### src/nnact_pkg.sv
`default_nettype none

package nnact_pkg;

    typedef enum logic [1:0] {
        ACT_RELU    = 2'd0,
        ACT_LEAKY   = 2'd1,
        ACT_SIGMOID = 2'd2
    } t_act_mode;

    typedef enum logic {
        FUNC_FWD = 1'b0,
        FUNC_BWD = 1'b1
    } t_func;

    // Q4.12: 4096 is 1.0, 410 is the leaky slope of about 0.1
    localparam logic signed [16:0] Q_ONE       = 17'sd4096;
    localparam logic signed [16:0] LEAKY_SLOPE = 17'sd410;

    // sigmoid segment breaks, magnitude of x in Q4.12
    localparam logic [16:0] SIG_BRK_SAT = 17'd20480;
    localparam logic [16:0] SIG_BRK_MID = 17'd9728;
    localparam logic [16:0] SIG_BRK_LOW = 17'd4096;
    localparam logic [12:0] SIG_OFS_HI  = 13'd3456;
    localparam logic [12:0] SIG_OFS_MID = 13'd2560;
    localparam logic [12:0] SIG_OFS_LOW = 13'd2048;

endpackage

`default_nettype wire

### src/nn_activation_unit.sv
// nn_activation_unit: element-wise activation and gradient in Q4.12.
//
// Input channel i_valid/o_ready carries one element per beat: i_func selects
// forward activation or backward gradient, x_in/y_in/grad/extra_grad are
// the operands and i_last_in is carried along with its element to o_last_out.
// Output channel o_valid/i_ready returns exactly one result per input beat,
// in order.
// Config channel i_cfg_valid/o_cfg_ready writes act_mode (relu, leaky relu,
// sigmoid; code 3 acts as relu). It is always ready; write it only while
// the pipeline is empty. The mode is sampled as each element enters.
// Throughput is one element per cycle while no result is stalled at the
// output: five register stages, with two 17x17 / 16x16 multipliers each
// followed by its own register.
// When i_ready is low with a result waiting, all stages hold together and
// o_ready drops; bubbles are held as well, so no input is taken until the
// waiting result leaves, however empty the earlier stages are.
// Reset clears act_mode to relu and empties the pipeline.

`default_nettype none

module nn_activation_unit (
    input  wire logic                         i_clk,
    input  wire logic                         i_rst_n,
    input  wire logic                         i_valid,
    output logic                              o_ready,
    input  wire logic                         i_func,
    input  wire logic signed [15:0]           i_x_in,
    input  wire logic signed [15:0]           i_y_in,
    input  wire logic signed [15:0]           i_grad,
    input  wire logic signed [15:0]           i_extra_grad,
    input  wire logic                         i_last_in,
    output logic                              o_valid,
    input  wire logic                         i_ready,
    output logic signed [15:0]                o_result,
    output logic                              o_last_out,
    input  wire logic                         i_cfg_valid,
    output logic                              o_cfg_ready,
    input  wire logic [1:0]                   i_cfg_data
);
    import nnact_pkg::*;

    function automatic logic signed [15:0] sat16(input logic signed [21:0] v);
        logic signed [15:0] r;
        if (v > 22'sd32767) begin
            r = 16'sh7fff;
        end else if (v < -22'sd32768) begin
            r = 16'sh8000;
        end else begin
            r = v[15:0];
        end
        return r;
    endfunction

    // config
    t_act_mode r_act_mode;

    assign o_cfg_ready = 1'b1;

    always_ff @(posedge i_clk) begin
        if (!i_rst_n) begin
            r_act_mode <= ACT_RELU;
        end else if (i_cfg_valid) begin
            r_act_mode <= t_act_mode'(i_cfg_data);
        end
    end

    // pipeline control: everything moves unless a result is stuck at the tail
    logic [5:1] r_v;
    logic       en;

    assign en      = !r_v[5] || i_ready;
    assign o_ready = en;
    assign o_valid = r_v[5];

    always_ff @(posedge i_clk) begin
        if (!i_rst_n) begin
            r_v <= '0;
        end else if (en) begin
            r_v <= {r_v[4:1], i_valid};
        end
    end

    // ---------------- stage 1: operand prep, sum, sigmoid segments
    logic signed [16:0] sum17;
    logic signed [15:0] n_s;
    logic               x_neg;
    logic [16:0]        x_abs;
    logic [12:0]        sig_pos;
    logic signed [15:0] n_fwd;
    logic signed [16:0] n_a, n_b;
    logic signed [16:0] n_d_step;
    logic               n_fwd_prod, n_d_prod;

    always_comb begin
        sum17 = {i_grad[15], i_grad} + {i_extra_grad[15], i_extra_grad};
        n_s   = sat16({{5{sum17[16]}}, sum17});

        x_neg = i_x_in[15];
        x_abs = x_neg ? (17'd0 - {1'b1, i_x_in}) : {1'b0, i_x_in};

        if (x_abs >= SIG_BRK_SAT) begin
            sig_pos = Q_ONE[12:0];
        end else if (x_abs >= SIG_BRK_MID) begin
            sig_pos = {1'b0, x_abs[16:5]} + SIG_OFS_HI;
        end else if (x_abs >= SIG_BRK_LOW) begin
            sig_pos = x_abs[15:3] + SIG_OFS_MID;
        end else begin
            sig_pos = {1'b0, x_abs[13:2]} + SIG_OFS_LOW;
        end

        // defaults cover relu and the unused code
        n_a        = {i_x_in[15], i_x_in};
        n_b        = LEAKY_SLOPE;
        n_fwd      = x_neg ? 16'sd0 : i_x_in;
        n_fwd_prod = 1'b0;
        n_d_prod   = 1'b0;
        n_d_step   = x_neg ? 17'sd0 : Q_ONE;

        case (r_act_mode)
            ACT_LEAKY: begin
                n_fwd_prod = x_neg;
                n_d_step   = x_neg ? LEAKY_SLOPE : Q_ONE;
            end
            ACT_SIGMOID: begin
                n_a      = {i_y_in[15], i_y_in};
                n_b      = Q_ONE - {i_y_in[15], i_y_in};
                n_fwd    = x_neg ? signed'({3'b000, Q_ONE[12:0] - sig_pos})
                                 : signed'({3'b000, sig_pos});
                n_d_prod = 1'b1;
            end
            default: begin
            end
        endcase
    end

    logic signed [16:0] r1_a, r1_b, r1_d_step;
    logic signed [15:0] r1_s, r1_fwd;
    logic               r1_fwd_prod, r1_d_prod, r1_last;
    t_func              r1_func;
    t_act_mode          r1_mode;

    always_ff @(posedge i_clk) begin
        if (en) begin
            r1_a        <= n_a;
            r1_b        <= n_b;
            r1_d_step   <= n_d_step;
            r1_s        <= n_s;
            r1_fwd      <= n_fwd;
            r1_fwd_prod <= n_fwd_prod;
            r1_d_prod   <= n_d_prod;
            r1_last     <= i_last_in;
            r1_func     <= t_func'(i_func);
            r1_mode     <= r_act_mode;
        end
    end

    // ---------------- stage 2: first multiply (x*slope or y*(1-y))
    logic signed [33:0] r2_p;
    logic signed [16:0] r2_d_step;
    logic signed [15:0] r2_s, r2_fwd;
    logic               r2_fwd_prod, r2_d_prod, r2_last;
    t_func              r2_func;

    always_ff @(posedge i_clk) begin
        if (en) begin
            r2_p        <= r1_a * r1_b;
            r2_d_step   <= r1_d_step;
            r2_s        <= r1_s;
            r2_fwd      <= r1_fwd;
            r2_fwd_prod <= r1_fwd_prod;
            r2_d_prod   <= r1_d_prod;
            r2_last     <= r1_last;
            r2_func     <= r1_func;
        end
    end

    // ---------------- stage 3: scale back, pick forward value and derivative
    logic signed [21:0] q2;
    logic signed [15:0] n3_d, n3_fwd;

    always_comb begin
        q2     = r2_p[33:12];
        n3_fwd = r2_fwd_prod ? q2[15:0] : r2_fwd;
        n3_d   = r2_d_prod ? sat16(q2) : r2_d_step[15:0];
    end

    logic signed [15:0] r3_s, r3_d, r3_fwd;
    logic               r3_last;
    t_func              r3_func;

    always_ff @(posedge i_clk) begin
        if (en) begin
            r3_s    <= r2_s;
            r3_d    <= n3_d;
            r3_fwd  <= n3_fwd;
            r3_last <= r2_last;
            r3_func <= r2_func;
        end
    end

    // ---------------- stage 4: gradient times derivative
    logic signed [31:0] r4_p;
    logic signed [15:0] r4_fwd;
    logic               r4_last;
    t_func              r4_func;

    always_ff @(posedge i_clk) begin
        if (en) begin
            r4_p    <= r3_s * r3_d;
            r4_fwd  <= r3_fwd;
            r4_last <= r3_last;
            r4_func <= r3_func;
        end
    end

    // ---------------- stage 5: pick forward or backward result, output register
    logic signed [21:0] q4;
    logic signed [15:0] n5_res;

    always_comb begin
        q4     = {{2{r4_p[31]}}, r4_p[31:12]};
        n5_res = (r4_func == FUNC_BWD) ? sat16(q4) : r4_fwd;
    end

    logic signed [15:0] r5_res;
    logic               r5_last;

    always_ff @(posedge i_clk) begin
        if (en) begin
            r5_res  <= n5_res;
            r5_last <= r4_last;
        end
    end

    assign o_result   = r5_res;
    assign o_last_out = r5_last;

    // ---------------- checks
    a_bubble_ready: assert property (@(posedge i_clk) disable iff (!i_rst_n)
        !r_v[5] |-> o_ready)
        else $error("input blocked with empty output stage");

    a_advance: assert property (@(posedge i_clk) disable iff (!i_rst_n)
        (r_v[4] && en) |=> r_v[5])
        else $error("element lost between stage 4 and output");

    a_hold: assert property (@(posedge i_clk) disable iff (!i_rst_n)
        (r_v[5] && !i_ready) |=> (r_v[5] && $stable(r5_res) && $stable(r5_last)))
        else $error("stalled result changed");

    a_sig_range: assert property (@(posedge i_clk) disable iff (!i_rst_n)
        (r_v[1] && r1_func == FUNC_FWD && r1_mode == ACT_SIGMOID)
            |-> (r1_fwd >= 16'sd0 && r1_fwd <= 16'sd4096))
        else $error("sigmoid forward out of range");

endmodule

`default_nettype wire
### config.mk
export PLATFORM = sky130hd
export DESIGN_NAME = nn_activation_unit
export DESIGN_NICKNAME = d
export VERILOG_FILES = /design/src/nnact_pkg.sv /design/src/nn_activation_unit.sv
export SDC_FILE = /design/constraint.sdc
export NUM_CORES = 2
export LEC_CHECK = 0
export ABC_AREA = 1
export BUFFER_PORTS_ARGS = -buffer_cell sky130_fd_sc_hd__buf_2
export CAP_MARGIN = 10
export CORE_MARGIN = 10
export CORE_UTILIZATION = 60
export CTS_CLUSTER_SIZE = 12
export DETAILED_ROUTE_END_ITERATION = 16
export PLACE_DENSITY = 0.82
export SLEW_MARGIN = 20
export SYNTH_ARGS = -nofsm -noshare
export SYNTH_HDL_FRONTEND = slang
export SYNTH_SLANG_ARGS = --single-unit
export TNS_END_PERCENT = 50
### constraint.sdc
create_clock -name i_clk -period 15.2 [get_ports i_clk]
set_input_delay 0.76 -clock i_clk [delete_from_list [all_inputs] [get_ports i_clk]]
set_output_delay 0.76 -clock i_clk [all_outputs]
set_load 0.05 [all_outputs]
==> results.rst <==
.. list-table::
   :header-rows: 1

   * - Metric
     - Value
   * - Outcome
     - complete, no violations
   * - Seq cells post-synth
     - about 240
   * - CTS buffer count
     - 26
   * - Total nets after synthesis
     - roughly 4,400
   * - Post-cts sizing count
     - 0
   * - Yosys warning total
     - 0
   * - I/O Buffers
     - between 90 and 100
   * - Number of search-and-repair iterations in the first detailed-routing pass
     - 5
   * - Die footprint
     - around 0.062 sq mm
   * - Final Cycle Share
     - roughly 44%
   * - Data required time at the worst endpoint
     - approximately 16 ns
   * - CP peak stage delay
     - approximately 0.7 ns
   * - Synth unique cells
     - 53
   * - Mapped Avg Cell Area
     - around 8.8 sq um
   * - Startpoint of the tightest hold check path
     - i_last_in
   * - Placed cell area
     - roughly 0.032 sq mm
   * - Number of hold buffers added after CTS
     - 0
   * - Async S/R FF share, synth
     - 0%
   * - Met1 global-route usage
     - between 30% and 40%
   * - Area added between synthesis and finish
     - 5.18%
   * - Via count
     - roughly 23,000
   * - GR met2 Demand/Resource
     - between 40% and 50%
   * - Post-CTS setup buffers
     - 0
   * - CP startpoint
     - r3_s[10]
   * - CTS tree
     - yes
   * - Drt via density
     - approximately 5.3
   * - Final cell area excluding filler cells
     - roughly 0.033 sq mm
   * - Cells taking the most area after synthesis
     - fa_1 35%, edfxtp_1 22%, inv_1 12%, nand2_1 8.8%, ha_1 7.2%
   * - Leftover overflow at the end of global routing
     - 0
   * - Clk_skew
     - around 0.020 ns
   * - Detailed Route WL
     - ~73 mm
   * - Critical path class
     - register to register
   * - Share of the synthesized area in the top cell type
     - approximately a third
   * - Dominant synthesized flop cell
     - edfxtp_1
   * - Clk buf depth
     - 3
   * - Number of global-route vias before repair
     - between 20,000 and 25,000
   * - Final period demand of the worst path
     - ~6.7 ns
   * - Number of maximum-capacitance violations
     - 0
   * - Most crowded layer after global routing
     - met2
   * - Cell with the largest stage delay on the worst path
     - edfxtp_1
   * - Wire length of the first global-routing pass
     - 122 mm
   * - DRT antenna net count
     - 0
   * - Post-synthesis sequential area ratio
     - between 20 and 25%
   * - Number of antenna violations at the first check in global routing
     - 0
   * - Maximum fanout along the worst path
     - 16
   * - Final setup viols
     - 0
   * - Maximum clock rate
     - ~150 MHz
   * - Final-layout worst hold slack
     - just under 0.4 ns
   * - Min setup slack post-route
     - roughly 8.5 ns
   * - Startpoint class of the critical path
     - register
   * - H-tree depth reported by CTS
     - 1
   * - Post-synth EDFFs
     - 232
   * - First-iteration detailed-routing DRC count
     - 1,856
   * - Number of design rule violations left after detail routing
     - 0
   * - Summed instance area of the synthesized netlist
     - ~0.031 sq mm
   * - Arrival time at the worst endpoint
     - between 7 and 8 ns
   * - Area occupied by registers
     - 0.00711 sq mm
   * - Vertical extent of the die
     - between 200 and 250 microns
   * - Number of instances in the synthesized netlist
     - 3,573
   * - Average wire per standard cell
     - around 17 microns
   * - Clock transition time at the flip-flop clock pins of the worst setup and hold paths
     - roughly 0.060 ns
   * - Weighted congestion at the end of routability-driven global placement
     - around 0.93
   * - Core Footprint
     - between 0.05 and 0.06 sq mm
   * - Num Clock Sinks
     - around 240
   * - Leading area contributor after synthesis
     - fa_1
   * - Combined buffer and inverter count along the critical path
     - 3
   * - Row count
     - a little over 80
   * - R2R Path Start
     - r3_s[10]
   * - Multi-input gate area
     - 0.0199 sq mm
   * - Clock latency reported for the late side of the worst-skew pair
     - ~0.56 ns
   * - Maximum number of pins on one net before global-route repair
     - approximately 100
   * - Worst slack at placement
     - 8.59 ns
   * - All-Layer GR Usage
     - 24.0%
   * - Starting utilization of the core area
     - between 60 and 70%
   * - Final total negative setup slack
     - 0 ns
   * - Clock root buffer
     - clkbuf_16
   * - Family with the most delay on the worst path
     - adder cells
   * - Final-report hold violation count
     - 0
   * - Total I/O pin count
     - a little over 90
   * - Layout cells sized above 1
     - 5.78%
   * - GR Util met3
     - 4.21%
   * - Die width
     - 249 microns
   * - DP Wirelength
     - just under 60 mm
   * - Number of filler cells placed in the layout
     - ~4,000
   * - Number of nets in the layout
     - 4,365
   * - Path category of the worst min-delay check
     - input pin to register
   * - Actual transition at the worst max-transition pin
     - slightly below 1 ns
   * - Total count of max-transition violations in the final report
     - 0
   * - Category of the worst setup path capture point
     - register
   * - Cell-by-cell trace of the critical path
     - nand2_1 -> fa_1 -> fa_1 -> fa_1 -> fa_1 -> inv_1 -> fa_1 -> inv_1 -> fa_1 -> inv_1 -> ha_1 -> nand2_1 -> nor2_1 -> nand2_1 -> o2111ai_1 -> nand2_1 -> nand2_1 -> a21oi_1 -> o21ai_0 -> a21boi_0 -> o211ai_1 -> nand2_1
   * - Max-slew headroom
     - about a third
   * - RSZ-0062 raised after global routing
     - false
==> area by class of cell <==
cell class	instances	area share, %
sequential	239	21.5
clock buffer	40	2.15
antenna	1	0.00756
clock inverter	8	0.253
multi-input combinational	2158	60.2
timing repair buffer	101	1.60
tap	680	2.57
inverter	1037	11.8
==> worst register-to-register path: stages (launching register included) <==
cell	delay, ns
edfxtp_1	0.71
nand2_1	0.16
fa_1	0.55
fa_1	0.59
fa_1	0.46
fa_1	0.54
inv_1	0.05
fa_1	0.47
inv_1	0.05
fa_1	0.47
inv_1	0.04
ha_1	0.31
nand2_1	0.08
nor2_1	0.16
nand2_1	0.09
o2111ai_1	0.16
nand2_1	0.10
nand2_1	0.28
a21oi_1	0.16
o21ai_0	0.42
a21boi_0	0.30
o211ai_1	0.24
nand2_1	0.06
==> sequential cells by signal (all words and copies together) (netlist names), 2 cells and up <==
name and cells:
r4_fwd 16, r2_s 16, r1_s 16, r3_d 16, r2_p 22, r2_d_step 2
r3_s 16, o_result 16, r4_p 20, r2_fwd 15, r1_a 16, r_act_mode 2
r1_fwd 15, r_v 5, r1_d_step 2, r1_b 17, r3_fwd 16
==> metrics by stage <==
stage | std cells | util (%)
floorplan | 3573 | -
global placement | 4215 | 62.6
detailed placement | 4215 | 62.6
CTS | 4263 | 64.1
global route | 4263 | 64.1
finish | 4264 | 64.2
==> kinds of logic (layout without fill, tap and decap cells) <==
logic type               after synthesis  count (layout)  synth area share [%]
buffers and inverters               1176            1186                  14.1
AND/OR/NAND/NOR                     1065            1065                  13.9
adder cells (fa/ha/maj)              729             729                  42.0
AO/OA/AOI/OAI                        278             278                  4.91
flip-flops                           239             239                  22.6
XOR/XNOR                              78              78                  2.17
multiplexers                           7               7                 0.250
other                                  1               2                0.0119
==> final timing paths <==
kind	to	slack, ns	cells past startpoint
worst max register to register	r4_p[26]	8.50	22
worst min register to register	r4_fwd[13]	0.41	0
worst max-delay path	r4_p[26]	8.50	22
worst min-delay path	r1_last	0.40	1
==> routing by layer <==
metal | part of all wire (%) | wire (microns) | vias up
met3 | 8.5 | 6160 | 204
met5 | 0 | 0 | -
met4 | 3.8 | 2750 | 0
li1 | - | - | 10477
met1 | 38 | 27800 | 11139
met2 | 50 | 36100 | 992
==> placed cells by master (no fill, tap or decap), types with 9 or more instances in the layout <==
master / netlist / final
ha_1: 182 / 182
inv_1: 1030 / 1029
xor2_1: 47 / 47
buf_4: 3 / 10
nand3_1: 65 / 65
nor3_1: 20 / 20
o21ai_0: 88 / 88
or2_2: 9 / 9
fa_1: 547 / 547
edfxtp_1: 232 / 232
a21oi_1: 117 / 117
nand4_1: 15 / 15
nand2_1: 738 / 738
o22ai_1: 19 / 19
clkbuf_1: 129 / 13
clkbuf_16: 0 / 26
xnor2_1: 31 / 31
buf_2: 2 / 91
nand2_2: 19 / 19
nor2_1: 164 / 164
==> cell usage after synthesis (9+ instances only) <==
cell type / number
inv_1: 1030
nand2_1: 738
fa_1: 547
edfxtp_1: 232
ha_1: 182
nor2_1: 164
clkbuf_1: 129
a21oi_1: 117
o21ai_0: 88
nand3_1: 65
xor2_1: 47
xnor2_1: 31
nor3_1: 20
nand2_2: 19
o22ai_1: 19
nand4_1: 15
or2_2: 9
Power is not shown: default switching activity piles up to over one toggle a cycle in this logic, so the estimate is an artifact.
